===== src/design/clbg_pkg.sv =====
// Shared types, constants and lookup functions for the character-LCD bar graph writer.
// No dependencies; imported by clbg_step_unit and char_lcd_bar_graph_writer.
package clbg_pkg;

  // LCD instruction that sets the display data address
  localparam logic [7:0] CMD_SET_ADDR = 8'h80;

  // Character codes
  localparam logic [7:0] CH_FULL    = 8'hFF;
  localparam logic [7:0] CH_PARTIAL = 8'h01;
  localparam logic [7:0] CH_SPACE   = 8'h20;
  localparam logic [7:0] CH_ZERO    = 8'h30;
  localparam logic [7:0] CH_PERCENT = 8'h25;

  // Screen layout
  localparam logic [4:0] BAR_CELLS = 5'd14;
  localparam logic [4:0] VALUE_COL = 5'd14;
  localparam logic [4:0] DIGIT_COL = 5'd16;
  localparam logic [4:0] PCT_COL   = 5'd19;
  localparam logic [6:0] PCT_MAX   = 7'd100;

  // Divisors fed to the shared subtract unit
  localparam logic [6:0] DIV_CELL = 7'd7;
  localparam logic [6:0] DIV_HUND = 7'd100;
  localparam logic [6:0] DIV_TEN  = 7'd10;

  // Index of the last error byte; index 0 is the cursor command
  localparam logic [3:0] ERR_LAST = 4'd15;

  // Result of one subtract step
  typedef struct packed {
    logic       ge;
    logic [6:0] diff;
  } step_t;

  // Set-address command for a line and column
  function automatic logic [7:0] goto_byte(input logic [1:0] row, input logic [4:0] col);
    logic [6:0] base;
    case (row)
      2'd0:    base = 7'd0;
      2'd1:    base = 7'd64;
      2'd2:    base = 7'd20;
      default: base = 7'd84;
    endcase
    return CMD_SET_ADDR | {1'b0, base + {2'b00, col}};
  endfunction

  // Characters of the error text "Bar Value Error"
  function automatic logic [7:0] err_char(input logic [3:0] idx);
    logic [7:0] ch;
    case (idx)
      4'd0:    ch = 8'h42; // B
      4'd1:    ch = 8'h61; // a
      4'd2:    ch = 8'h72; // r
      4'd3:    ch = 8'h20;
      4'd4:    ch = 8'h56; // V
      4'd5:    ch = 8'h61; // a
      4'd6:    ch = 8'h6C; // l
      4'd7:    ch = 8'h75; // u
      4'd8:    ch = 8'h65; // e
      4'd9:    ch = 8'h20;
      4'd10:   ch = 8'h45; // E
      4'd11:   ch = 8'h72; // r
      4'd12:   ch = 8'h72; // r
      4'd13:   ch = 8'h6F; // o
      4'd14:   ch = 8'h72; // r
      default: ch = 8'h20;
    endcase
    return ch;
  endfunction

endpackage


===== src/design/clbg_step_unit.sv =====
// Shared compare-and-subtract unit used for bar cells and decimal digits.
// Depends on clbg_pkg for the step result type.
module clbg_step_unit (
  input  logic [6:0]     acc,
  input  logic [6:0]     sub,
  output clbg_pkg::step_t step
);
  import clbg_pkg::*;

  logic [7:0] diff_wide;

  // Subtract with borrow; no borrow means acc >= sub
  assign diff_wide = {1'b0, acc} - {1'b0, sub};
  assign step.ge   = ~diff_wide[7];
  assign step.diff = diff_wide[6:0];

endmodule


===== src/design/char_lcd_bar_graph_writer.sv =====
// Top level of the character-LCD bar graph writer: sequencer and output register.
// Depends on clbg_pkg and clbg_step_unit.
//
//   channel | dir | fields
//   s_*     | in  | tdata: row[1:0], percent[8:2]
//   m_*     | out | tdata: lcd_byte[7:0]; tuser: is_data; tlast: last
//
// One item is 24 to 46 bytes long. The single output register passes one byte
// per cycle while m_tready is high, and the shared subtract unit runs one step
// per cycle while the decimal digits form.
// rst clears the sequencer and the output valid. A stall on m_tready holds the
// sequencer; s_tready is high only between items.
module char_lcd_bar_graph_writer (
  input  logic        clk,
  input  logic        rst,
  input  logic        s_tvalid,
  output logic        s_tready,
  input  logic [15:0] s_tdata,   // row[1:0], percent[8:2], zero[15:9]
  output logic        m_tvalid,
  input  logic        m_tready,
  output logic [7:0]  m_tdata,   // lcd_byte[7:0]
  output logic        m_tuser,   // is_data[0]
  output logic        m_tlast
);
  import clbg_pkg::*;

  localparam logic [3:0] S_IDLE     = 4'd0;
  localparam logic [3:0] S_ERR      = 4'd1;
  localparam logic [3:0] S_BAR_GOTO = 4'd2;
  localparam logic [3:0] S_BAR      = 4'd3;
  localparam logic [3:0] S_PAD      = 4'd4;
  localparam logic [3:0] S_VAL_GOTO = 4'd5;
  localparam logic [3:0] S_SPACES   = 4'd6;
  localparam logic [3:0] S_DIV      = 4'd7;
  localparam logic [3:0] S_DIG_GOTO = 4'd8;
  localparam logic [3:0] S_DIG      = 4'd9;
  localparam logic [3:0] S_PCT_GOTO = 4'd10;
  localparam logic [3:0] S_PCT      = 4'd11;

  logic [3:0] state, state_next;
  logic [1:0] row;
  logic [6:0] pct;
  logic [6:0] acc, acc_next;
  logic [4:0] cells, cells_next;
  logic [3:0] cnt, cnt_next;
  logic       pass, pass_next;
  logic       hund, hund_next;
  logic [3:0] tens, tens_next;

  logic       emit;
  logic [7:0] emit_byte;
  logic       emit_data;
  logic       emit_last;
  logic       out_free;
  logic       advance;
  logic [6:0] sub;
  logic [3:0] digit;
  step_t      step;

  clbg_step_unit u_step (
    .acc  (acc),
    .sub  (sub),
    .step (step)
  );

  assign s_tready = (state == S_IDLE);
  assign out_free = ~m_tvalid | m_tready;
  assign advance  = ~emit | out_free;

  // Pick the divisor for the shared unit
  always_comb begin
    if (state == S_BAR) begin
      sub = DIV_CELL;
    end else if (!pass) begin
      sub = DIV_HUND;
    end else begin
      sub = DIV_TEN;
    end
  end

  // Digit at the current position: hundreds, tens, then ones left in acc
  always_comb begin
    case (cnt[1:0])
      2'd0:    digit = {3'b000, hund};
      2'd1:    digit = tens;
      default: digit = acc[3:0];
    endcase
  end

  // Sequencer: choose the byte to emit and the next state
  always_comb begin
    state_next = state;
    acc_next   = acc;
    cells_next = cells;
    cnt_next   = cnt;
    pass_next  = pass;
    hund_next  = hund;
    tens_next  = tens;
    emit       = 1'b0;
    emit_byte  = CH_SPACE;
    emit_data  = 1'b1;
    emit_last  = 1'b0;
    case (state)
      S_IDLE: begin
        cnt_next = 4'd0;
        if (s_tvalid) begin
          state_next = (s_tdata[8:2] > PCT_MAX) ? S_ERR : S_BAR_GOTO;
        end
      end
      S_ERR: begin
        emit = 1'b1;
        if (cnt == 4'd0) begin
          emit_byte = goto_byte(row, 5'd0);
          emit_data = 1'b0;
        end else begin
          emit_byte = err_char(cnt - 4'd1);
        end
        cnt_next = cnt + 4'd1;
        if (cnt == ERR_LAST) begin
          state_next = S_BAR_GOTO;
        end
      end
      S_BAR_GOTO: begin
        emit       = 1'b1;
        emit_byte  = goto_byte(row, 5'd0);
        emit_data  = 1'b0;
        acc_next   = pct;
        cells_next = 5'd0;
        state_next = S_BAR;
      end
      S_BAR: begin
        // Peel off one full cell per step; the remainder decides the partial glyph
        if (step.ge) begin
          emit       = 1'b1;
          emit_byte  = CH_FULL;
          acc_next   = step.diff;
          cells_next = cells + 5'd1;
        end else begin
          emit       = acc[2];
          emit_byte  = CH_PARTIAL;
          cells_next = cells + {4'd0, acc[2]};
          state_next = S_PAD;
        end
      end
      S_PAD: begin
        if (cells < BAR_CELLS) begin
          emit       = 1'b1;
          cells_next = cells + 5'd1;
        end else begin
          state_next = S_VAL_GOTO;
        end
      end
      S_VAL_GOTO: begin
        emit       = 1'b1;
        emit_byte  = goto_byte(row, VALUE_COL);
        emit_data  = 1'b0;
        cnt_next   = 4'd0;
        state_next = S_SPACES;
      end
      S_SPACES: begin
        emit     = 1'b1;
        cnt_next = cnt + 4'd1;
        if (cnt == 4'd3) begin
          acc_next   = pct;
          pass_next  = 1'b0;
          hund_next  = 1'b0;
          tens_next  = 4'd0;
          state_next = S_DIV;
        end
      end
      S_DIV: begin
        // Repeated subtraction of 100, then of 10
        if (step.ge) begin
          acc_next = step.diff;
          if (!pass) begin
            hund_next = 1'b1;
          end else begin
            tens_next = tens + 4'd1;
          end
        end else if (!pass) begin
          pass_next = 1'b1;
        end else begin
          state_next = S_DIG_GOTO;
        end
      end
      S_DIG_GOTO: begin
        // First digit position: 0 for three digits, 1 for two, 2 for one
        emit      = 1'b1;
        emit_data = 1'b0;
        if (hund) begin
          cnt_next = 4'd0;
        end else if (tens != 4'd0) begin
          cnt_next = 4'd1;
        end else begin
          cnt_next = 4'd2;
        end
        emit_byte  = goto_byte(row, DIGIT_COL + {1'b0, cnt_next});
        state_next = S_DIG;
      end
      S_DIG: begin
        emit      = 1'b1;
        emit_byte = CH_ZERO + {4'd0, digit};
        cnt_next  = cnt + 4'd1;
        if (cnt[1:0] == 2'd2) begin
          state_next = S_PCT_GOTO;
        end
      end
      S_PCT_GOTO: begin
        emit       = 1'b1;
        emit_byte  = goto_byte(row, PCT_COL);
        emit_data  = 1'b0;
        state_next = S_PCT;
      end
      S_PCT: begin
        emit       = 1'b1;
        emit_byte  = CH_PERCENT;
        emit_last  = 1'b1;
        state_next = S_IDLE;
      end
      default: begin
        state_next = S_IDLE;
      end
    endcase
  end

  // Advance the sequencer when its byte, if any, fits in the output register
  always_ff @(posedge clk) begin
    if (rst) begin
      state <= S_IDLE;
    end else if (advance) begin
      state <= state_next;
    end
  end

  always_ff @(posedge clk) begin
    if (s_tvalid && s_tready) begin
      row <= s_tdata[1:0];
      pct <= s_tdata[8:2];
    end
    if (advance) begin
      acc   <= acc_next;
      cells <= cells_next;
      cnt   <= cnt_next;
      pass  <= pass_next;
      hund  <= hund_next;
      tens  <= tens_next;
    end
  end

  // Output register: load on emit, drop valid once the transaction completes
  always_ff @(posedge clk) begin
    if (rst) begin
      m_tvalid <= 1'b0;
    end else if (emit && out_free) begin
      m_tvalid <= 1'b1;
    end else if (m_tready) begin
      m_tvalid <= 1'b0;
    end
  end

  always_ff @(posedge clk) begin
    if (emit && out_free) begin
      m_tdata <= emit_byte;
      m_tuser <= emit_data;
      m_tlast <= emit_last;
    end
  end

  // The closing byte of every item is the percent sign as data
  a_last_is_pct: assert property (@(posedge clk) disable iff (rst)
    m_tvalid && m_tlast |-> m_tuser && (m_tdata == CH_PERCENT))
    else $error("last byte is not the percent sign");

  // An accepted item keeps the input closed on the next cycle
  a_busy_after_accept: assert property (@(posedge clk) disable iff (rst)
    s_tvalid && s_tready |=> !s_tready)
    else $error("input reopened right after accept");

  // The tens count and the ones left in acc are decimal digits
  a_tens_digit: assert property (@(posedge clk) disable iff (rst)
    (state == S_DIG) |-> (tens <= 4'd9) && (acc <= 7'd9))
    else $error("digit out of range");

  // The bar never holds more than nineteen cells
  a_cells_bound: assert property (@(posedge clk) disable iff (rst)
    (state == S_BAR) || (state == S_PAD) |-> cells <= 5'd19)
    else $error("bar cell count overflow");

endmodule

===== config.mk =====
export PLATFORM = sky130hd
export DESIGN_NAME = char_lcd_bar_graph_writer
export DESIGN_NICKNAME = d
export VERILOG_FILES = /design/src/design/clbg_pkg.sv /design/src/design/clbg_step_unit.sv /design/src/design/char_lcd_bar_graph_writer.sv
export SDC_FILE = /design/constraint.sdc
export NUM_CORES = 1
export LEC_CHECK = 0
export ABC_CLOCK_PERIOD_IN_PS = 6700
export BUFFER_PORTS_ARGS = -buffer_cell sky130_fd_sc_hd__buf_2
export CAP_MARGIN = 25
export CORE_MARGIN = 3
export CORE_UTILIZATION = 30
export CTS_CLUSTER_DIAMETER = 150
export DETAILED_ROUTE_END_ITERATION = 10
export PLACE_DENSITY_LB_ADDON = 0.3
export SYNTH_ARGS = -nofsm -noshare
export SYNTH_HDL_FRONTEND = slang
export SYNTH_SLANG_ARGS = --single-unit

===== constraint.sdc =====
create_clock -name clk -period 6.7 [get_ports clk]
set_clock_uncertainty 0.2 [all_clocks]
set_input_delay 1.675 -clock clk [delete_from_list [all_inputs] [get_ports clk]]
set_output_delay 1.675 -clock clk [all_outputs]
set_load 0.05 [all_outputs]

==> After elaboration in Yosys (flattened, before gate mapping) <==
Memories as Yosys holds them, arrays and structs flattened.
Index checks and enable logic that the tools add are counted.
{ "op_classes": {"addsub": 11, "order_cmp": 2, "n_eq_ne": 29, "mux": 48, "bitwise_logic": 4, "n_reduce_logical": 24} }
{ "op_table": {"columns": ["cell", "n"], "rows": [
  ["$pmux W8 S8", 1],
  ["$mux W7", 7],
  ["$mux W4", 12],
  ["$pmux W4 S11", 1],
  ["$pmux W7 S3", 2],
  ["$eq A4 B4 Y1 const B", 5],
  ["$ne A2 B2 Y1 const B", 10],
  ["$eq A4 B3 Y1 const B", 4],
  ["$mux W8", 2],
  ["$pmux W4 S2", 2],
  ["$pmux W5 S3", 1],
  ["$eq A4 B2 Y1 const B", 3],
  ["$pmux W4 S3", 1],
  ["$mux W1", 10],
  ["$mux W5", 2],
  ["$reduce_and A5 Y1", 2],
  ["$reduce_and A9 Y1", 1],
  ["$reduce_bool A3 Y1", 3],
  ["$add A4 B1 Y4 const B", 2],
  ["$logic_not A4 Y1", 2],
  ["$reduce_and A4 Y1", 2],
  ["$reduce_or A8 Y1", 1],
  ["$sub A7 B7 Y8", 1],
  ["$add A6 B4 Y7 const A", 1],
  ["other kinds (27)", 40]
]} }
{ "word_totals": {"register_bits": 46, "romBits": 112, "in_bits": 20, "out_inout_bits": 12, "wordCells": 132, "n_memories": 1} }
{ "memory_table": {"columns": ["name", "depth", "word_bits", "read_ports", "rd_clocked_by_memory_dff", "wr", "line_no", "rtl"], "rows": [
  ["(no name shown)", 16, 7, 1, 0, 0, "clbg_pkg.sv:51", "case (idx)"]
]} }

==> Logic depth before layout (Yosys ltp) <==
{ "logic_depth": {"ltp_word": 8, "depth_mapped": 14, "depth_no_buf": 13} }

==> Hierarchy <==
Synthesis repeated with hierarchy kept, for this count alone.
{ "unflattened": {"hier_cells": 363, "area_unflattened_um2": 3424.5} }
{ "modules_own_cells": {"columns": ["module", "instances", "cells_each", "area_per_inst_um2", "seq_area_each_um2"], "rows": [
  ["char_lcd_bar_graph_writer", 1, 325, 3136.8, 1331.3],
  ["clbg_step_unit", 1, 38, 287.8, 0.0]
]} }

==> Least setup slack after synthesis <==
OpenSTA, ideal clock, no wires.
{ "synth_timing": {"path_kind": "register -> output", "startpoint": "register state[2]", "endpoint": "output s_tready", "arrival_ns": 1.843, "required_time_ns": 4.825, "setup_slack_ns": 2.982, "stages_incl_launch_ff": 4, "n_path_buf": 1, "cell_sequence": "dfxtp_1 buf_2 or2_2 nor3_1"} }
{ "synth_via": {"elab_chain_cells": 1} }
{ "synth_lines": {"columns": ["element", "line_no", "rtl"], "rows": [
  ["start: declaration", "char_lcd_bar_graph_writer.sv:40", "logic [3:0] state, state_next;"],
  ["start signal: assignment", "char_lcd_bar_graph_writer.sv:231", "state <= state_next;"],
  ["$logic_not A4 Y1", "char_lcd_bar_graph_writer.sv:66", "assign s_tready = (state == S_IDLE);"],
  ["end: declaration", "char_lcd_bar_graph_writer.sv:17", "output logic s_tready,"]
]} }
Every way passes these cells.

==> Worst setup path in the final report <==
{ "layout_timing": {"startpoint": "register state[0]", "endpoint": "register acc[0] (enable)"} }
{ "layout_via": {"elab_chain_cells": 8, "word_cells_on_any_way": 23, "cone_classes": "add/sub (1); eq/ne (13); mux (3); bitwise (2); reduce/logical (4)"} }
{ "layout_lines": {"columns": ["element", "line_no", "rtl"], "rows": [
  ["$eq A4 B2 Y1", "char_lcd_bar_graph_writer.sv:72, char_lcd_bar_graph_writer.sv:103", null],
  ["$mux W7", "char_lcd_bar_graph_writer.sv:72", "if (state == S_BAR) begin"],
  ["$sub A7 B7 Y8", "clbg_step_unit.sv:13", "assign diff_wide = {1'b0, acc} - {1'b0, sub};"],
  ["$mux W1", "char_lcd_bar_graph_writer.sv:133", "if (step.ge) begin"],
  ["$pmux W1 S3", "char_lcd_bar_graph_writer.sv:103", "case (state)"],
  ["$not A1 Y1", "char_lcd_bar_graph_writer.sv:68", "assign advance = ~emit | out_free;"],
  ["$or A1 B1 Y1", "char_lcd_bar_graph_writer.sv:68", null],
  ["$reduce_and A4 Y1 (no line) (*)", null, null],
  ["end signal: assignment", "char_lcd_bar_graph_writer.sv:241", "acc <= acc_next;"],
  ["end: declaration", "char_lcd_bar_graph_writer.sv:43", "logic [6:0] acc, acc_next;"]
]} }
Mark *: on every way between the ends. The rest lies on a longest branch, timed or not.
A chain may end at the register's enable or synchronous reset.

==> metrics.yaml <==
power_and_ir_drop:
  seqPwrFrac_pct: 33.5
  combinationalPowerShare_pct: 55.4
  clkPwrFrac_pct: 11.1
  total_power_uw: 1850
  p_sw_uw: 900
  power_leakage_uw: 0.00137
  p_per_area_nw_per_um2: 518
  swShare_pct: 48.7
  p_int_uw: 946
  vdd_drop_max_v: 0.000244
synth:
  ys_warn_count: 0
  synth.most_common_cell: "edfxtp_1"
  ys_seq_area_share_pct: 41.1
  synth_top_area_share_pct: 38.0
  synth_ff_type: "edfxtp_1"
  synth_nets: 384
  synth_edf_count: 41
  ys_types: 66
  synth_area_um2: 3240
  syn_avg_cell_area_um2: 9.53
  syn_inst: 340
  synth_common_cells: "edfxtp_1, nor2_1, a21oi_1, nand2_1, ha_1"
  post-synth-top-area-cell: "edfxtp_1"
  ys_top_cells_by_area: "edfxtp_1, ha_1, a21oi_1, nor2_1, dfxtp_1"
  async_reset_ff_share_pct: 0
  synth_seq_cells: 46
clocking:
  clockBufferDepth: 2
  cts_tree: "done"
  clkSlewWorstSetupHoldPaths_ps: 90
  clock-sinks: 46
  cts_buffers: 5
  ctsResizeCount: 0
  cts_root_buf: "clkbuf_8"
  hold_buffers: 0
  clk_latency_ps: 300
  htreeDepth: 2
  post_cts_buffers: 0
routing:
  via_per_inst: 5.17
  drtAntennaViolNets: 0
  drt-total-wl_um: 7240
  dr.pass1.iters: 4
  dr_total_vias: 2540
  drc: 0
  wl_per_cell_um: 14.7
  drt-initial-drc-count: 152
global_routing:
  overflow: 0
  grtUsageTotal_pct: 12.7
  use_met3_pct: 2.76
  antenna_found_initial: 0
  grt_pass1_vias: 2469
  grt_pass1_wl_um: 12100
  top_usage_layer: "met2"
  use_met1_pct: 17.5
  grt_use_met2_pct: 20.3
  grt_max_degree: 26
worst_setup_path:
  crit_required_ps: 6420
  worstPathMaxFanout: 23
  crit_type: "flop to flop"
  crit_slowest_cell: "a2111oi_2"
  worstSetupEndpointType: "flop"
  cp.buffers_inverters: 2
  cpPeakStageDelay_ps: 880
  cp-start-kind: "flop"
  crit_arrival_ps: 4240
  path_cells: "inv_2, nor2_2, nand2_2, nand2b_1, inv_1, ha_1, nand2b_1, a21oi_1, a21o_1, a211oi_2, nor2_2, a2111oi_2"
  cp_top_family: "compound AO/OA/AOI/OAI gates"
timing:
  period_share_pct: 67.4
  fmax_mhz: 221
  setup_violations: 0
  hold-worst-slack_ps: 323
  finalHoldViolations: 0
  final_max_slew_viol_count: 0
  worst_pin_slew_ps: 1020
  fin_tns_setup_ps: 0
  slew_headroom_pct: 31.8
  rsz0062_at_grt: "no"
  fin_crit_ps: 4520
  worst_slack_ps: 2180
cells_and_area:
  num-fill-cells: 1061
  multi_input_area_um2: 1760
  syn_to_final_growth_pct: 9.85
  nets: 398
  fin_cells: 491
  drive_above_1_share_pct: 14.6
  seqCellArea_um2: 1330
  diodes: 0
floorplan:
  core_um2: 10400
  die_area_um2: 12100
  die_y_um: 110
  pin_count: 32
  initial_core_util_pct: 31.1
  rows: 37
  die_x_um: 110
placement:
  dpl_worst_slack_ps: 2200
  hpwl_um: 5430
  gp_congestion: 0.841
  dp_cells: 483
  portBuffers: 24
run_status:
  status: "complete, no violations"
worst_hold_path:
  hold_path_class: "flop to flop"
flow_run:
  drv_cap: 0
[registers in the layout, indices dropped and copies added, names as in the netlist]
name	count
tens	4
m_tuser	1
m_tdata	8
row	2
hund	1
pct	7
acc	7
pass	1
cells	5
m_tvalid	1
state	4
cnt	4
m_tlast	1
[final cells by class]
class	instances	area share (%)
sequential	46	37.4
clock inverter	1	0.844
inverter	18	1.90
clock buffer	7	2.14
multi-input combinational	259	49.6
timing repair buffer	24	3.37
tap	136	4.78
[metal layers]
metal	up-vias	part of all wire, %
met3	9	5.9
met5	-	0
met1	1164	47
li1	1284	-
met4	0	1.0
met2	83	46
[worst paths after layout]
check | to | slack, ps | cells after the start | from
setup / recovery | acc[0]$_DFFE_PP_ | 2180 | 12 | state[0]$_SDFFE_PP0P_
hold / removal | acc[4]$_DFFE_PP_ | 320 | 2 | pct[4]$_DFFE_PP_
setup reg to reg | acc[0]$_DFFE_PP_ | 2180 | 12 | state[0]$_SDFFE_PP0P_
hold reg to reg | acc[4]$_DFFE_PP_ | 320 | 2 | pct[4]$_DFFE_PP_
[stage by stage]
step	utilization, %	area (µm²)
final	34.2	3560
after global routing	34.2	3560
after CTS	34.2	3560
after detailed placement	33.2	3450
after global placement	33.2	3450
after floorplan	-	3240
[worst reg2reg max path, delay by kind of cell, from the launching register on]
family | cells | cell delay [ps]
AOI/OAI and AO/OA | 4 | 1680
and+or+nand+nor | 5 | 850
DFF | 1 | 830
buffers and inverters | 2 | 300
adders and majority gates | 1 | 290
[logic make-up after synthesis]
logic type,Yosys count,share of synthesized area (%)
mux,7,2.66
fa+ha+maj,24,9.50
compound gates,90,18.1
simple gates,125,20.6
xor+xnor,13,3.51
buf+inv,35,4.48
flops,46,41.1
[placed cells by master (no fill, tap or decap), types with 5 or more instances in the layout]
cell type | netlist | layout
buf_2 | 8 | 24
edfxtp_1 | 41 | 41
inv_1 | 16 | 16
a21oi_1 | 25 | 25
o21ai_0 | 16 | 16
ha_1 | 23 | 23
nand3_1 | 11 | 11
xnor2_1 | 8 | 8
nor3_1 | 10 | 10
nand2b_1 | 10 | 10
clkbuf_8 | 0 | 5
xor2_1 | 5 | 5
dfxtp_1 | 5 | 5
nor2_1 | 33 | 33
nand2_1 | 25 | 25
a31oi_1 | 7 | 7
[power by group through the flow]
stage          Clock, µW  Sequential [µW]  Combinational, µW
2_1_floorplan          0              649                777
4_1_cts              212              616               1030
3_5_place_dp           0              622               1020
5_1_grt              221              639               1150
3_3_place_gp           0              620               1020
6_report             205              618               1020
Power figures use the tool's default switching activity.
